===== src/rtl/qjt_pkg.sv =====
// ----------------------------------------------------------------------------
// qjt_pkg
// Shared types, codes and saturation helpers for the quintic trajectory block.
// ----------------------------------------------------------------------------
package qjt_pkg;

  localparam logic [1:0] FUNC_TICK  = 2'd0;
  localparam logic [1:0] FUNC_START = 2'd1;
  localparam logic [1:0] FUNC_ABORT = 2'd2;

  localparam logic [2:0] STAT_IDLE   = 3'd0;
  localparam logic [2:0] STAT_RUN    = 3'd1;
  localparam logic [2:0] STAT_DONE   = 3'd2;
  localparam logic [2:0] STAT_ACCEPT = 3'd3;
  localparam logic [2:0] STAT_REJECT = 3'd4;

  localparam logic [2:0] REG_START_Q1 = 3'd0;
  localparam logic [2:0] REG_START_Q2 = 3'd1;
  localparam logic [2:0] REG_START_Q3 = 3'd2;
  localparam logic [2:0] REG_GOAL_Q1  = 3'd3;
  localparam logic [2:0] REG_GOAL_Q2  = 3'd4;
  localparam logic [2:0] REG_GOAL_Q3  = 3'd5;
  localparam logic [2:0] REG_DURATION = 3'd6;

  localparam logic [25:0] ELAPSED_MAX = 26'h3FF_FFFF;
  localparam logic [63:0] VEL_GAIN    = 64'd30000000;
  localparam logic [63:0] ACC_GAIN    = 64'd60000000;
  localparam logic [63:0] USEC_PER_S  = 64'd1000000;
  localparam logic [63:0] ACC_LIMIT   = 64'd9000000000000;
  localparam logic [63:0] ACC_SAT_MAG = 64'h1_0000_0000;

  typedef enum logic [1:0] {
    MODE_IDLE = 2'd0,
    MODE_RUN  = 2'd1,
    MODE_DONE = 2'd2
  } mode_t;

  typedef enum logic [4:0] {
    S_IDLE, S_TAU, S_T2, S_T3, S_S, S_W, S_Q, S_P,
    S_PM, S_VQ, S_VM, S_VD, S_AP, S_AM, S_AD, S_AM2, S_AD2, S_OUT
  } state_t;

  function automatic logic [31:0] sat32(input logic signed [63:0] v);
    logic [31:0] r;
    if (v > 64'sh7FFF_FFFF) r = 32'h7FFF_FFFF;
    else if (v < -64'sh8000_0000) r = 32'h8000_0000;
    else r = v[31:0];
    return r;
  endfunction

  function automatic logic [31:0] signed_sat(input logic neg, input logic [63:0] mag);
    logic [31:0] r;
    if (neg) begin
      if (mag > 64'h8000_0000) r = 32'h8000_0000;
      else r = 32'(-mag[31:0]);
    end else begin
      if (mag > 64'h7FFF_FFFF) r = 32'h7FFF_FFFF;
      else r = mag[31:0];
    end
    return r;
  endfunction

endpackage


===== src/rtl/qjt_if.sv =====
// ----------------------------------------------------------------------------
// qjt_in_if / qjt_out_if
// Valid-ready channels for command items and trajectory result items.
// ----------------------------------------------------------------------------
interface qjt_in_if;
  logic        valid;
  logic        ready;
  logic [1:0]  func;
  logic [15:0] step_us;
  modport source (output valid, func, step_us, input ready);
  modport sink (input valid, func, step_us, output ready);
endinterface

interface qjt_out_if;
  logic        valid;
  logic        ready;
  logic [2:0]  status;
  logic [31:0] pos_q1;
  logic [31:0] pos_q2;
  logic [31:0] pos_q3;
  logic [31:0] vel_q1;
  logic [31:0] vel_q2;
  logic [31:0] vel_q3;
  logic [31:0] acc_q1;
  logic [31:0] acc_q2;
  logic [31:0] acc_q3;
  modport source (output valid, status, pos_q1, pos_q2, pos_q3, vel_q1, vel_q2, vel_q3,
                  acc_q1, acc_q2, acc_q3, input ready);
  modport sink (input valid, status, pos_q1, pos_q2, pos_q3, vel_q1, vel_q2, vel_q3,
                acc_q1, acc_q2, acc_q3, output ready);
endinterface


===== src/rtl/quintic_joint_trajectory_top.sv =====
// Start, abort and idle items offer their result in the cycle after acceptance.
// A running tick runs one 64-step tau divide (skipped once elapsed reaches the duration),
// six bit-serial multiplies, then per joint up to six multiplies and three 64-step divides.
// Multiplies run one multiplier bit a cycle; one item is worked on at a time, and the
// next item is accepted in the cycle after the result item is taken.
// Reset (synchronous, rst_n low) clears config and latched registers, elapsed time and mode to idle.
// ----------------------------------------------------------------------------
// quintic_joint_trajectory_top
// Three-joint quintic trajectory generator on a shared bit-serial multiply/divide unit.
// ----------------------------------------------------------------------------
module quintic_joint_trajectory_top
  import qjt_pkg::*;
#(
  parameter int DT_MAX_US     = 50000,
  parameter int T_MIN_US      = 2000,
  parameter int TAU_FRAC_BITS = 24
) (
  input  logic        clk,
  input  logic        rst_n,
  input  logic        cfg_wr_en,
  input  logic [2:0]  cfg_index,
  input  logic [31:0] cfg_wdata,
  qjt_in_if.sink      in_ch,
  qjt_out_if.source   out_ch
);

  localparam int TW = TAU_FRAC_BITS + 3;
  localparam logic [63:0] ONE  = 64'd1 << TAU_FRAC_BITS;
  localparam logic [63:0] HALF = ONE >> 1;

  state_t state_r, state_nxt;
  mode_t  mode_r;

  logic [31:0] cfg_start_r [3];
  logic [31:0] cfg_goal_r [3];
  logic [25:0] cfg_dur_r;
  logic [31:0] lat_start_r [3];
  logic [31:0] lat_goal_r [3];
  logic [25:0] dur_r;
  logic [25:0] elapsed_r;

  logic [TW-1:0] tau_r, t2_r, t3_r, s_r, w_r, q_r, p_r;
  logic          pneg_r;
  logic [63:0]   tmp_r;
  logic [1:0]    jidx_r;

  logic [63:0] opa_r, opb_r, prod_r;
  logic [25:0] rem_r;
  logic [6:0]  cnt_r;
  logic        busy_r;

  logic [2:0]  status_r;
  logic [31:0] pos_r [3];
  logic [31:0] vel_r [3];
  logic [31:0] acc_r [3];

  logic        in_acc, is_div, unit_done, op_state, skip_tau;
  logic [63:0] ld_a, ld_b, fm_res, poly, half_dur, tau64, h_val;
  logic [26:0] rem_sh;
  logic        rem_ge, h_neg;
  logic signed [32:0] d_s;
  logic        dn;
  logic [32:0] ad;
  logic [15:0] step_c;
  logic [26:0] e_sum;
  logic        dur_bad;

  assign in_acc = in_ch.valid && in_ch.ready;
  assign tau64  = 64'(tau_r);
  assign fm_res = (prod_r + HALF) >> TAU_FRAC_BITS;
  assign poly   = 64'd10 * ONE + (64'(t2_r) << 2) + (64'(t2_r) << 1)
                  - ((tau64 << 4) - tau64);
  assign h_neg  = (tau64 << 1) > ONE;
  assign h_val  = h_neg ? (tau64 << 1) - ONE : ONE - (tau64 << 1);
  assign half_dur = 64'(dur_r >> 1);
  assign rem_sh = {rem_r, opa_r[63]};
  assign rem_ge = rem_sh >= {1'b0, dur_r};
  assign d_s    = $signed({lat_goal_r[jidx_r][31], lat_goal_r[jidx_r]})
                  - $signed({lat_start_r[jidx_r][31], lat_start_r[jidx_r]});
  assign dn     = d_s[32];
  assign ad     = dn ? 33'(-d_s) : 33'(d_s);
  assign step_c = (in_ch.step_us > 16'(DT_MAX_US)) ? 16'(DT_MAX_US) : in_ch.step_us;
  assign e_sum  = {1'b0, elapsed_r} + 27'(step_c);
  assign dur_bad = ({6'd0, cfg_dur_r} < 32'(T_MIN_US)) || (cfg_dur_r == 26'd0);
  assign skip_tau = elapsed_r >= dur_r;
  assign unit_done = busy_r && (is_div ? (cnt_r == 7'd0) : (opb_r == 64'd0));

  always_comb begin
    state_nxt = state_r;
    unique case (state_r)
      S_IDLE: begin
        if (in_acc) begin
          if (in_ch.func == FUNC_TICK && mode_r != MODE_IDLE) state_nxt = S_TAU;
          else state_nxt = S_OUT;
        end
      end
      S_TAU: if ((!busy_r && skip_tau) || unit_done) state_nxt = S_T2;
      S_T2:  if (unit_done) state_nxt = S_T3;
      S_T3:  if (unit_done) state_nxt = S_S;
      S_S:   if (unit_done) state_nxt = S_W;
      S_W:   if (unit_done) state_nxt = S_Q;
      S_Q:   if (unit_done) state_nxt = S_P;
      S_P:   if (unit_done) state_nxt = S_PM;
      S_PM:  if (unit_done) state_nxt = S_VQ;
      S_VQ:  if (unit_done) state_nxt = S_VM;
      S_VM:  if (unit_done) state_nxt = S_VD;
      S_VD:  if (unit_done) state_nxt = S_AP;
      S_AP:  if (unit_done) state_nxt = S_AM;
      S_AM:  if (unit_done) state_nxt = S_AD;
      S_AD: begin
        if (unit_done) begin
          if (prod_r > ACC_LIMIT) state_nxt = (jidx_r == 2'd2) ? S_OUT : S_PM;
          else state_nxt = S_AM2;
        end
      end
      S_AM2: if (unit_done) state_nxt = S_AD2;
      S_AD2: if (unit_done) state_nxt = (jidx_r == 2'd2) ? S_OUT : S_PM;
      S_OUT: if (out_ch.ready) state_nxt = S_IDLE;
      default: state_nxt = S_IDLE;
    endcase
  end

  always_comb begin
    ld_a     = 64'd0;
    ld_b     = 64'd0;
    is_div   = 1'b0;
    op_state = 1'b1;
    unique case (state_r)
      S_TAU: begin ld_a = 64'(elapsed_r) << TAU_FRAC_BITS; is_div = 1'b1; end
      S_T2:  begin ld_a = tau64;        ld_b = tau64; end
      S_T3:  begin ld_a = 64'(t2_r);    ld_b = tau64; end
      S_S:   begin ld_a = poly;         ld_b = 64'(t3_r); end
      S_W:   begin ld_a = tau64;        ld_b = ONE - tau64; end
      S_Q:   begin ld_a = 64'(w_r);     ld_b = 64'(w_r); end
      S_P:   begin ld_a = 64'(w_r);     ld_b = h_val; end
      S_PM:  begin ld_a = 64'(ad);      ld_b = 64'(s_r); end
      S_VQ:  begin ld_a = 64'(ad);      ld_b = 64'(q_r); end
      S_VM:  begin ld_a = tmp_r;        ld_b = VEL_GAIN; end
      S_VD:  begin ld_a = tmp_r;        is_div = 1'b1; end
      S_AP:  begin ld_a = 64'(ad);      ld_b = 64'(p_r); end
      S_AM:  begin ld_a = tmp_r;        ld_b = ACC_GAIN; end
      S_AD:  begin ld_a = tmp_r;        is_div = 1'b1; end
      S_AM2: begin ld_a = tmp_r;        ld_b = USEC_PER_S; end
      S_AD2: begin ld_a = tmp_r;        is_div = 1'b1; end
      default: op_state = 1'b0;
    endcase
  end

  always_ff @(posedge clk) begin
    if (!rst_n) begin
      state_r   <= S_IDLE;
      mode_r    <= MODE_IDLE;
      elapsed_r <= 26'd0;
      busy_r    <= 1'b0;
      jidx_r    <= 2'd0;
      cfg_dur_r <= 26'd0;
      dur_r     <= 26'd0;
      for (int k = 0; k < 3; k++) begin
        cfg_start_r[k] <= 32'd0;
        cfg_goal_r[k]  <= 32'd0;
        lat_start_r[k] <= 32'd0;
        lat_goal_r[k]  <= 32'd0;
      end
    end else begin
      state_r <= state_nxt;
      if (cfg_wr_en) begin
        unique case (cfg_index)
          REG_START_Q1: cfg_start_r[0] <= cfg_wdata;
          REG_START_Q2: cfg_start_r[1] <= cfg_wdata;
          REG_START_Q3: cfg_start_r[2] <= cfg_wdata;
          REG_GOAL_Q1:  cfg_goal_r[0]  <= cfg_wdata;
          REG_GOAL_Q2:  cfg_goal_r[1]  <= cfg_wdata;
          REG_GOAL_Q3:  cfg_goal_r[2]  <= cfg_wdata;
          REG_DURATION: cfg_dur_r      <= cfg_wdata[25:0];
          default: ;
        endcase
      end

      if (op_state && !busy_r && !(state_r == S_TAU && skip_tau)) begin
        opa_r  <= ld_a;
        opb_r  <= ld_b;
        prod_r <= 64'd0;
        rem_r  <= 26'd0;
        cnt_r  <= 7'd64;
        busy_r <= 1'b1;
      end else if (busy_r && !unit_done) begin
        opa_r <= opa_r << 1;
        if (is_div) begin
          rem_r  <= rem_ge ? 26'(rem_sh - {1'b0, dur_r}) : rem_sh[25:0];
          prod_r <= {prod_r[62:0], rem_ge};
          cnt_r  <= cnt_r - 7'd1;
        end else begin
          if (opb_r[0]) prod_r <= prod_r + opa_r;
          opb_r <= opb_r >> 1;
        end
      end else if (unit_done) begin
        busy_r <= 1'b0;
      end

      unique case (state_r)
        S_IDLE: begin
          if (in_acc) begin
            jidx_r <= 2'd0;
            for (int k = 0; k < 3; k++) begin
              pos_r[k] <= 32'd0;
              vel_r[k] <= 32'd0;
              acc_r[k] <= 32'd0;
            end
            unique case (in_ch.func)
              FUNC_START: begin
                if (dur_bad) begin
                  mode_r   <= MODE_IDLE;
                  status_r <= STAT_REJECT;
                end else begin
                  for (int k = 0; k < 3; k++) begin
                    lat_start_r[k] <= cfg_start_r[k];
                    lat_goal_r[k]  <= cfg_goal_r[k];
                  end
                  dur_r     <= cfg_dur_r;
                  elapsed_r <= 26'd0;
                  mode_r    <= MODE_RUN;
                  status_r  <= STAT_ACCEPT;
                end
              end
              FUNC_ABORT: begin
                mode_r    <= MODE_IDLE;
                elapsed_r <= 26'd0;
                status_r  <= STAT_IDLE;
              end
              FUNC_TICK: begin
                status_r <= STAT_IDLE;
                if (mode_r != MODE_IDLE)
                  elapsed_r <= e_sum[26] ? ELAPSED_MAX : e_sum[25:0];
              end
              default: status_r <= {1'b0, mode_r};
            endcase
          end
        end
        S_TAU: begin
          if (!busy_r && skip_tau) begin
            tau_r  <= TW'(ONE);
            mode_r <= MODE_DONE;
          end else if (unit_done) begin
            tau_r <= prod_r[TW-1:0];
          end
        end
        S_T2: if (unit_done) t2_r <= fm_res[TW-1:0];
        S_T3: if (unit_done) t3_r <= fm_res[TW-1:0];
        S_S:  if (unit_done) s_r  <= fm_res[TW-1:0];
        S_W:  if (unit_done) w_r  <= fm_res[TW-1:0];
        S_Q:  if (unit_done) q_r  <= fm_res[TW-1:0];
        S_P: begin
          if (unit_done) begin
            p_r    <= fm_res[TW-1:0];
            pneg_r <= h_neg;
          end
        end
        S_PM: begin
          if (unit_done) begin
            pos_r[jidx_r] <= sat32(dn
              ? 64'(signed'(lat_start_r[jidx_r])) - signed'(fm_res)
              : 64'(signed'(lat_start_r[jidx_r])) + signed'(fm_res));
          end
        end
        S_VQ:  if (unit_done) tmp_r <= fm_res;
        S_VM:  if (unit_done) tmp_r <= prod_r + half_dur;
        S_VD:  if (unit_done) vel_r[jidx_r] <= signed_sat(dn, prod_r);
        S_AP:  if (unit_done) tmp_r <= fm_res;
        S_AM:  if (unit_done) tmp_r <= prod_r + half_dur;
        S_AD: begin
          if (unit_done) begin
            if (prod_r > ACC_LIMIT) begin
              acc_r[jidx_r] <= signed_sat(dn != pneg_r, ACC_SAT_MAG);
              jidx_r <= (jidx_r == 2'd2) ? 2'd0 : jidx_r + 2'd1;
              if (jidx_r == 2'd2) status_r <= {1'b0, mode_r};
            end else begin
              tmp_r <= prod_r;
            end
          end
        end
        S_AM2: if (unit_done) tmp_r <= prod_r + half_dur;
        S_AD2: begin
          if (unit_done) begin
            acc_r[jidx_r] <= signed_sat(dn != pneg_r, prod_r);
            jidx_r <= (jidx_r == 2'd2) ? 2'd0 : jidx_r + 2'd1;
            if (jidx_r == 2'd2) status_r <= {1'b0, mode_r};
          end
        end
        default: ;
      endcase
    end
  end

  assign in_ch.ready   = (state_r == S_IDLE);
  assign out_ch.valid  = (state_r == S_OUT);
  assign out_ch.status = status_r;
  assign out_ch.pos_q1 = pos_r[0];
  assign out_ch.pos_q2 = pos_r[1];
  assign out_ch.pos_q3 = pos_r[2];
  assign out_ch.vel_q1 = vel_r[0];
  assign out_ch.vel_q2 = vel_r[1];
  assign out_ch.vel_q3 = vel_r[2];
  assign out_ch.acc_q1 = acc_r[0];
  assign out_ch.acc_q2 = acc_r[1];
  assign out_ch.acc_q3 = acc_r[2];

`ifndef ASSERT_OFF
  a_ready_excl: assert property (@(posedge clk) disable iff (!rst_n)
    !(in_ch.ready && out_ch.valid))
    else $error("input ready while a result is pending");

  a_accept_blocks: assert property (@(posedge clk) disable iff (!rst_n)
    in_acc |=> !in_ch.ready)
    else $error("second item taken before result delivered");

  a_joint_range: assert property (@(posedge clk) disable iff (!rst_n)
    jidx_r != 2'd3)
    else $error("joint index out of range");

  a_run_status: assert property (@(posedge clk) disable iff (!rst_n)
    (out_ch.valid && out_ch.status == STAT_RUN) |-> (mode_r == MODE_RUN))
    else $error("running status reported while not running");
`endif

endmodule

===== src/flat_wrapper.sv =====
// flat-port wrapper written by rule: the top's interface ports become plain ports
module quintic_joint_trajectory_top_flat import qjt_pkg::*;
#(
  parameter int DT_MAX_US     = 50000,
  parameter int T_MIN_US      = 2000,
  parameter int TAU_FRAC_BITS = 24
)
  (clk, rst_n, cfg_wr_en, cfg_index, cfg_wdata, in_ch_valid, in_ch_func, in_ch_step_us, in_ch_ready, out_ch_valid, out_ch_status, out_ch_pos_q1, out_ch_pos_q2, out_ch_pos_q3, out_ch_vel_q1, out_ch_vel_q2, out_ch_vel_q3, out_ch_acc_q1, out_ch_acc_q2, out_ch_acc_q3, out_ch_ready);
  qjt_in_if in_ch_i ();
  qjt_out_if out_ch_i ();
  input  logic clk;
  input  logic rst_n;
  input  logic cfg_wr_en;
  input  logic [2:0] cfg_index;
  input  logic [31:0] cfg_wdata;
  input wire logic [$bits(in_ch_i.valid)-1:0] in_ch_valid;
  input wire logic [$bits(in_ch_i.func)-1:0] in_ch_func;
  input wire logic [$bits(in_ch_i.step_us)-1:0] in_ch_step_us;
  output wire logic [$bits(in_ch_i.ready)-1:0] in_ch_ready;
  output wire logic [$bits(out_ch_i.valid)-1:0] out_ch_valid;
  output wire logic [$bits(out_ch_i.status)-1:0] out_ch_status;
  output wire logic [$bits(out_ch_i.pos_q1)-1:0] out_ch_pos_q1;
  output wire logic [$bits(out_ch_i.pos_q2)-1:0] out_ch_pos_q2;
  output wire logic [$bits(out_ch_i.pos_q3)-1:0] out_ch_pos_q3;
  output wire logic [$bits(out_ch_i.vel_q1)-1:0] out_ch_vel_q1;
  output wire logic [$bits(out_ch_i.vel_q2)-1:0] out_ch_vel_q2;
  output wire logic [$bits(out_ch_i.vel_q3)-1:0] out_ch_vel_q3;
  output wire logic [$bits(out_ch_i.acc_q1)-1:0] out_ch_acc_q1;
  output wire logic [$bits(out_ch_i.acc_q2)-1:0] out_ch_acc_q2;
  output wire logic [$bits(out_ch_i.acc_q3)-1:0] out_ch_acc_q3;
  input wire logic [$bits(out_ch_i.ready)-1:0] out_ch_ready;
  assign in_ch_i.valid = in_ch_valid;
  assign in_ch_i.func = in_ch_func;
  assign in_ch_i.step_us = in_ch_step_us;
  assign in_ch_ready = in_ch_i.ready;
  assign out_ch_valid = out_ch_i.valid;
  assign out_ch_status = out_ch_i.status;
  assign out_ch_pos_q1 = out_ch_i.pos_q1;
  assign out_ch_pos_q2 = out_ch_i.pos_q2;
  assign out_ch_pos_q3 = out_ch_i.pos_q3;
  assign out_ch_vel_q1 = out_ch_i.vel_q1;
  assign out_ch_vel_q2 = out_ch_i.vel_q2;
  assign out_ch_vel_q3 = out_ch_i.vel_q3;
  assign out_ch_acc_q1 = out_ch_i.acc_q1;
  assign out_ch_acc_q2 = out_ch_i.acc_q2;
  assign out_ch_acc_q3 = out_ch_i.acc_q3;
  assign out_ch_i.ready = out_ch_ready;
  quintic_joint_trajectory_top #(.DT_MAX_US(DT_MAX_US), .T_MIN_US(T_MIN_US), .TAU_FRAC_BITS(TAU_FRAC_BITS)) u_core (.clk(clk), .rst_n(rst_n), .cfg_wr_en(cfg_wr_en), .cfg_index(cfg_index), .cfg_wdata(cfg_wdata), .in_ch(in_ch_i), .out_ch(out_ch_i));
endmodule

===== config.mk =====
export PLATFORM = sky130hd
export DESIGN_NAME = quintic_joint_trajectory_top_flat
export DESIGN_NICKNAME = d
export VERILOG_FILES = /design/src/rtl/qjt_pkg.sv /design/src/rtl/qjt_if.sv /design/src/rtl/quintic_joint_trajectory_top.sv /design/src/flat_wrapper.sv
export SDC_FILE = /design/constraint.sdc
export NUM_CORES = 2
export LEC_CHECK = 0
export ABC_CLOCK_PERIOD_IN_PS = 10700
export BUFFER_PORTS_ARGS = -buffer_cell sky130_fd_sc_hd__buf_2
export CAP_MARGIN = 20
export CELL_PAD_IN_SITES_DETAIL_PLACEMENT = 1
export CELL_PAD_IN_SITES_GLOBAL_PLACEMENT = 1
export CORE_MARGIN = 2
export CORE_UTILIZATION = 50
export DETAILED_ROUTE_END_ITERATION = 10
export HOLD_SLACK_MARGIN = 0.15
export PLACE_DENSITY_LB_ADDON = 0.1
export SLEW_MARGIN = 15
export SYNTH_ARGS = -nofsm -noshare
export SYNTH_HDL_FRONTEND = slang
export SYNTH_SLANG_ARGS = --single-unit
export TNS_END_PERCENT = 20

===== constraint.sdc =====
create_clock -name clk -period 10.7 [get_ports clk]
set_input_delay 1.07 -clock clk [delete_from_list [all_inputs] [get_ports clk]]
set_output_delay 1.07 -clock clk [all_outputs]
set_load 0.05 [all_outputs]

==> out/results.tsv <==
stage	metric	value	unit
sta	finClkSkew	0.0411	ns
critical_path	crit_path_start_kind	register	
detailed_routing	dr.pass1.iters	7	
synthesis	synth_top_area_share	48.6	%
hold_path	hold_depth	2	
hold_path	holdCritPathClass	reg -> reg	
die	die_w	382	µm
grt	antenna_found_initial	9	
detailed_routing	first_iter_violations	6267	
synthesis	synth_top_family_by_area	compound AO/OA/AOI/OAI gates	
clocking	clk_path_buf_depth	3	
grt	grt_pass1_vias	59697	
detailed_routing	postRouteAntennaNets	0	
synthesis	syn-num-nets	7343	
layout	drive_gt1_share	11.4	%
die	dieArea	146000	µm²
detailed_routing	routed_via_density	6.48	
synthesis	synth_seq_cells	1244	
synthesis	ys_seq_area_share	51.1	%
placement	place.gp.congestion	0.992	
critical_path	reg2reg_depth	27	
detailed_routing	wire_per_inst	30.4	µm
critical_path	path_delay_family	compound AO/OA/AOI/OAI gates	
detailed_routing	drc	0	
synthesis	synth-edff-count	1154	
sta	setup_viol_count_final	0	
critical_path	required	11.30	ns
synthesis	synth_xor_xnor_area_share	4.47	%
layout	utilization	56.6	%
sta	rsz0062_at_grt	no	
power_and_ir_drop	peakVddDrop	0.000219	V
synthesis	netlist_top_cells_area	edfxtp_1, ha_1, a21oi_1	
placement	preCtsSetupSlack	1.74	ns
clocking	htree_num_levels	4	
critical_path	crit_type	reg -> reg	
synthesis	synth_top_area_cell	edfxtp_1	
critical_path	crit_cells	27	
sta	layout_setup_ws	1.36	ns
power_and_ir_drop	power_density	309	nW/µm²
die	io_pins	351	
sta	setup_tns	0	ns
detailed_routing	dr_total_vias	59665	
synthesis	yosys_warnings	0	
clocking	holdBufCountCts	0	
critical_path	slowest_stage	dfxtp_4	
clocking	numCtsBuffers	141	
sta	hold_viol_final	0	
synthesis	synth-simple-area-share	15.8	%
sta	finalCritPeriodShare	87.3	%
layout	nets	7587	
grt	grt_pass1_wl	405	mm
grt	grt_max_degree	153	
synthesis	syn_area	71300	µm²
synthesis	async_flop_share	0	%
sta	drv_slew	0	
synthesis	netlist_instances	6951	
critical_path	critPathMaxFanout	43	
critical_path	cp_slowest_stage_delay	0.90	ns
sta	tightest_slew	1.29	ns
placement	placed_area	75400	µm²
synthesis	synth-compound-area-share	17.7	%
layout	syn_to_final_growth	12.3	%
clocking	post_cts_buffers	0	
synthesis	yosys.area_share.adder	6.21	%
placement	port_buffers	350	
sta	fin_crit	9.34	ns
power_and_ir_drop	leakagePower	0.0303	µW
synthesis	synth.mux.area_fraction	1.18	%
critical_path	arrival	9.94	ns
placement	dp_hpwl	207	mm
die	start_util	50.4	%
critical_path	crit_buf_inv	2	
clocking	clk_latency	0.81	ns
die	die_h	382	µm
synthesis	postSynthAreaPerCell	10.3	µm²
grt	grt_use_total	37.6	%
synthesis	synth_flop_cell	edfxtp_1	
sta	fmax	107	MHz
synthesis	ys_types	98	
sta	maxSlewHeadroom	13.3	%
flow_run	cap_violations	0	
status	outcome	completed	
clocking	cts_sinks	1244	
grt	overflow	0	
clocking	ctsResizeCount	0	
layout	final_cell_area	80100	µm²
die	core	142000	µm²
clocking	clock-root-buffer	clkbuf_16	
clocking	clk_pin_slew	0.06	ns
detailed_routing	routed_wirelength	280	mm
die	num_rows	138	
critical_path	endpoint_kind	register	
clocking	cts_tree	built	
cells by family (layout without fill, tap and decap cells):
family | after synthesis | count (layout)
and+or+nand+nor | 2304 | 2304
AOI/OAI and AO/OA | 1969 | 1969
DFF | 1244 | 1244
buffers and inverters | 652 | 1008
xor gates and xnor gates | 364 | 364
adders and majority gates | 334 | 334
muxes | 84 | 84
other | 0 | 5
flip-flops by register name (all words and copies together) (netlist names), 64 cells and up, named ones only:
signal              flops
u_core.tmp_r           64
u_core.cfg_goal_r      96
u_core.opa_r           64
u_core.prod_r          64
u_core.opb_r           64
u_core.pos_r           96
u_core.lat_start_r     96
u_core.cfg_start_r     96
u_core.lat_goal_r      96
u_core.acc_r           96
u_core.vel_r           96
Yosys cell counts, drive strengths merged (52+ instances only):
| cell type | n |
|---|---|
| edfxtp | 1154 |
| nand2 | 650 |
| nor2 | 557 |
| a21oi | 552 |
| o21ai | 456 |
| clkbuf | 364 |
| and2 | 334 |
| ha | 301 |
| inv | 236 |
| xnor2 | 210 |
| a21o | 206 |
| nand3 | 170 |
| xor2 | 154 |
| nor3 | 113 |
| a22oi | 96 |
| dfxtp | 90 |
| nand4 | 89 |
| mux2i | 82 |
| a31oi | 71 |
| o21a | 68 |
| nor4 | 67 |
| nand2b | 65 |
| o211ai | 60 |
| o31ai | 57 |
| nor2b | 52 |
worst reg2reg max path: stages, from the launching register on:
cell and delay [ns]:
dfxtp_4 0.90, mux2i_1 0.38, o21a_1 0.17, inv_1 0.05, ha_1 0.19, fa_1 0.40
nand2b_1 0.22, a21oi_1 0.25, o311a_1 0.32, o211ai_1 0.18, o21ai_1 0.45, a211o_1 0.24
nand2_2 0.46, a31oi_1 0.45, xnor2_1 0.12, ha_1 0.40, a21oi_1 0.09, o21ai_0 0.35
nand2_1 0.12, a31oi_1 0.43, a21oi_1 0.22, o32ai_1 0.59, a31oi_1 0.21, xor2_1 0.21
nor4_2 0.86, buf_4 0.46, nand2_1 0.17, a22oi_1 0.24
layout make-up:
| cell class | instances | area, µm² |
|---|---|---|
| sequential | 1244 | 36500 |
| timing repair buffer | 516 | 3050 |
| inverter | 237 | 897 |
| clock buffer | 163 | 3690 |
| multi-input combinational | 5055 | 32700 |
| tap | 1890 | 2360 |
| fill | 15303 | 61500 |
| clock inverter | 92 | 928 |
| antenna | 5 | 12.5 |
where the power goes:
part	internal (µW)	switching [µW]
Clock	2850	2090
Sequential	6670	897
Combinational	3720	8510
through the flow:
step / power [µW] / hold slack, ns / instances
floorplan: 14900 / 0.425 / 6951
detailed placement: 19500 / 0.448 / 8938
global placement: 19200 / 0.441 / 8936
CTS: 24400 / 0.456 / 9193
global route: 25700 / 0.492 / 9197
finish: 24700 / 0.453 / 9202
path summary, 6_finish.rpt:
| check | start | to | slack (ns) |
|---|---|---|---|
| worst max-delay path | register | u_core.pos_r[2][2] | 1.36 |
| worst min-delay path | u_core.cfg_dur_r[3] | u_core.cfg_dur_r[3] | 0.45 |
| worst max register to register | register | u_core.pos_r[2][2] | 1.36 |
| worst min register to register | u_core.cfg_dur_r[3] | u_core.cfg_dur_r[3] | 0.45 |
routing by layer:
layer	share of wire, %	wire length [µm]	track usage [%]	vias up
li1	-	-	-	26251
met1	39	111000	48.4	30058
met2	46	129000	60.0	2729
met3	8.7	24200	7.92	621
met4	5.8	16200	19.3	6
met5	0.012	34	0	-
placed cells by master, fill, tap and decap left out, types with 47 or more instances in the layout:
cell,instances
a21o_1,206
a21oi_1,549
a22oi_1,96
a31oi_1,70
and2_1,331
and3_1,47
buf_2,351
buf_4,161
clkbuf_16,143
dfxtp_1,88
edfxtp_1,1154
ha_1,301
inv_1,234
mux2i_1,82
nand2_1,648
nand2b_1,65
nand3_1,170
nand4_1,88
nor2_1,546
nor2b_1,52
nor3_1,104
nor4_1,59
o211ai_1,58
o21a_1,67
o21ai_0,426
o31ai_1,55
xnor2_1,210
xor2_1,154
No activity file was read; power rests on OpenSTA's default activity.
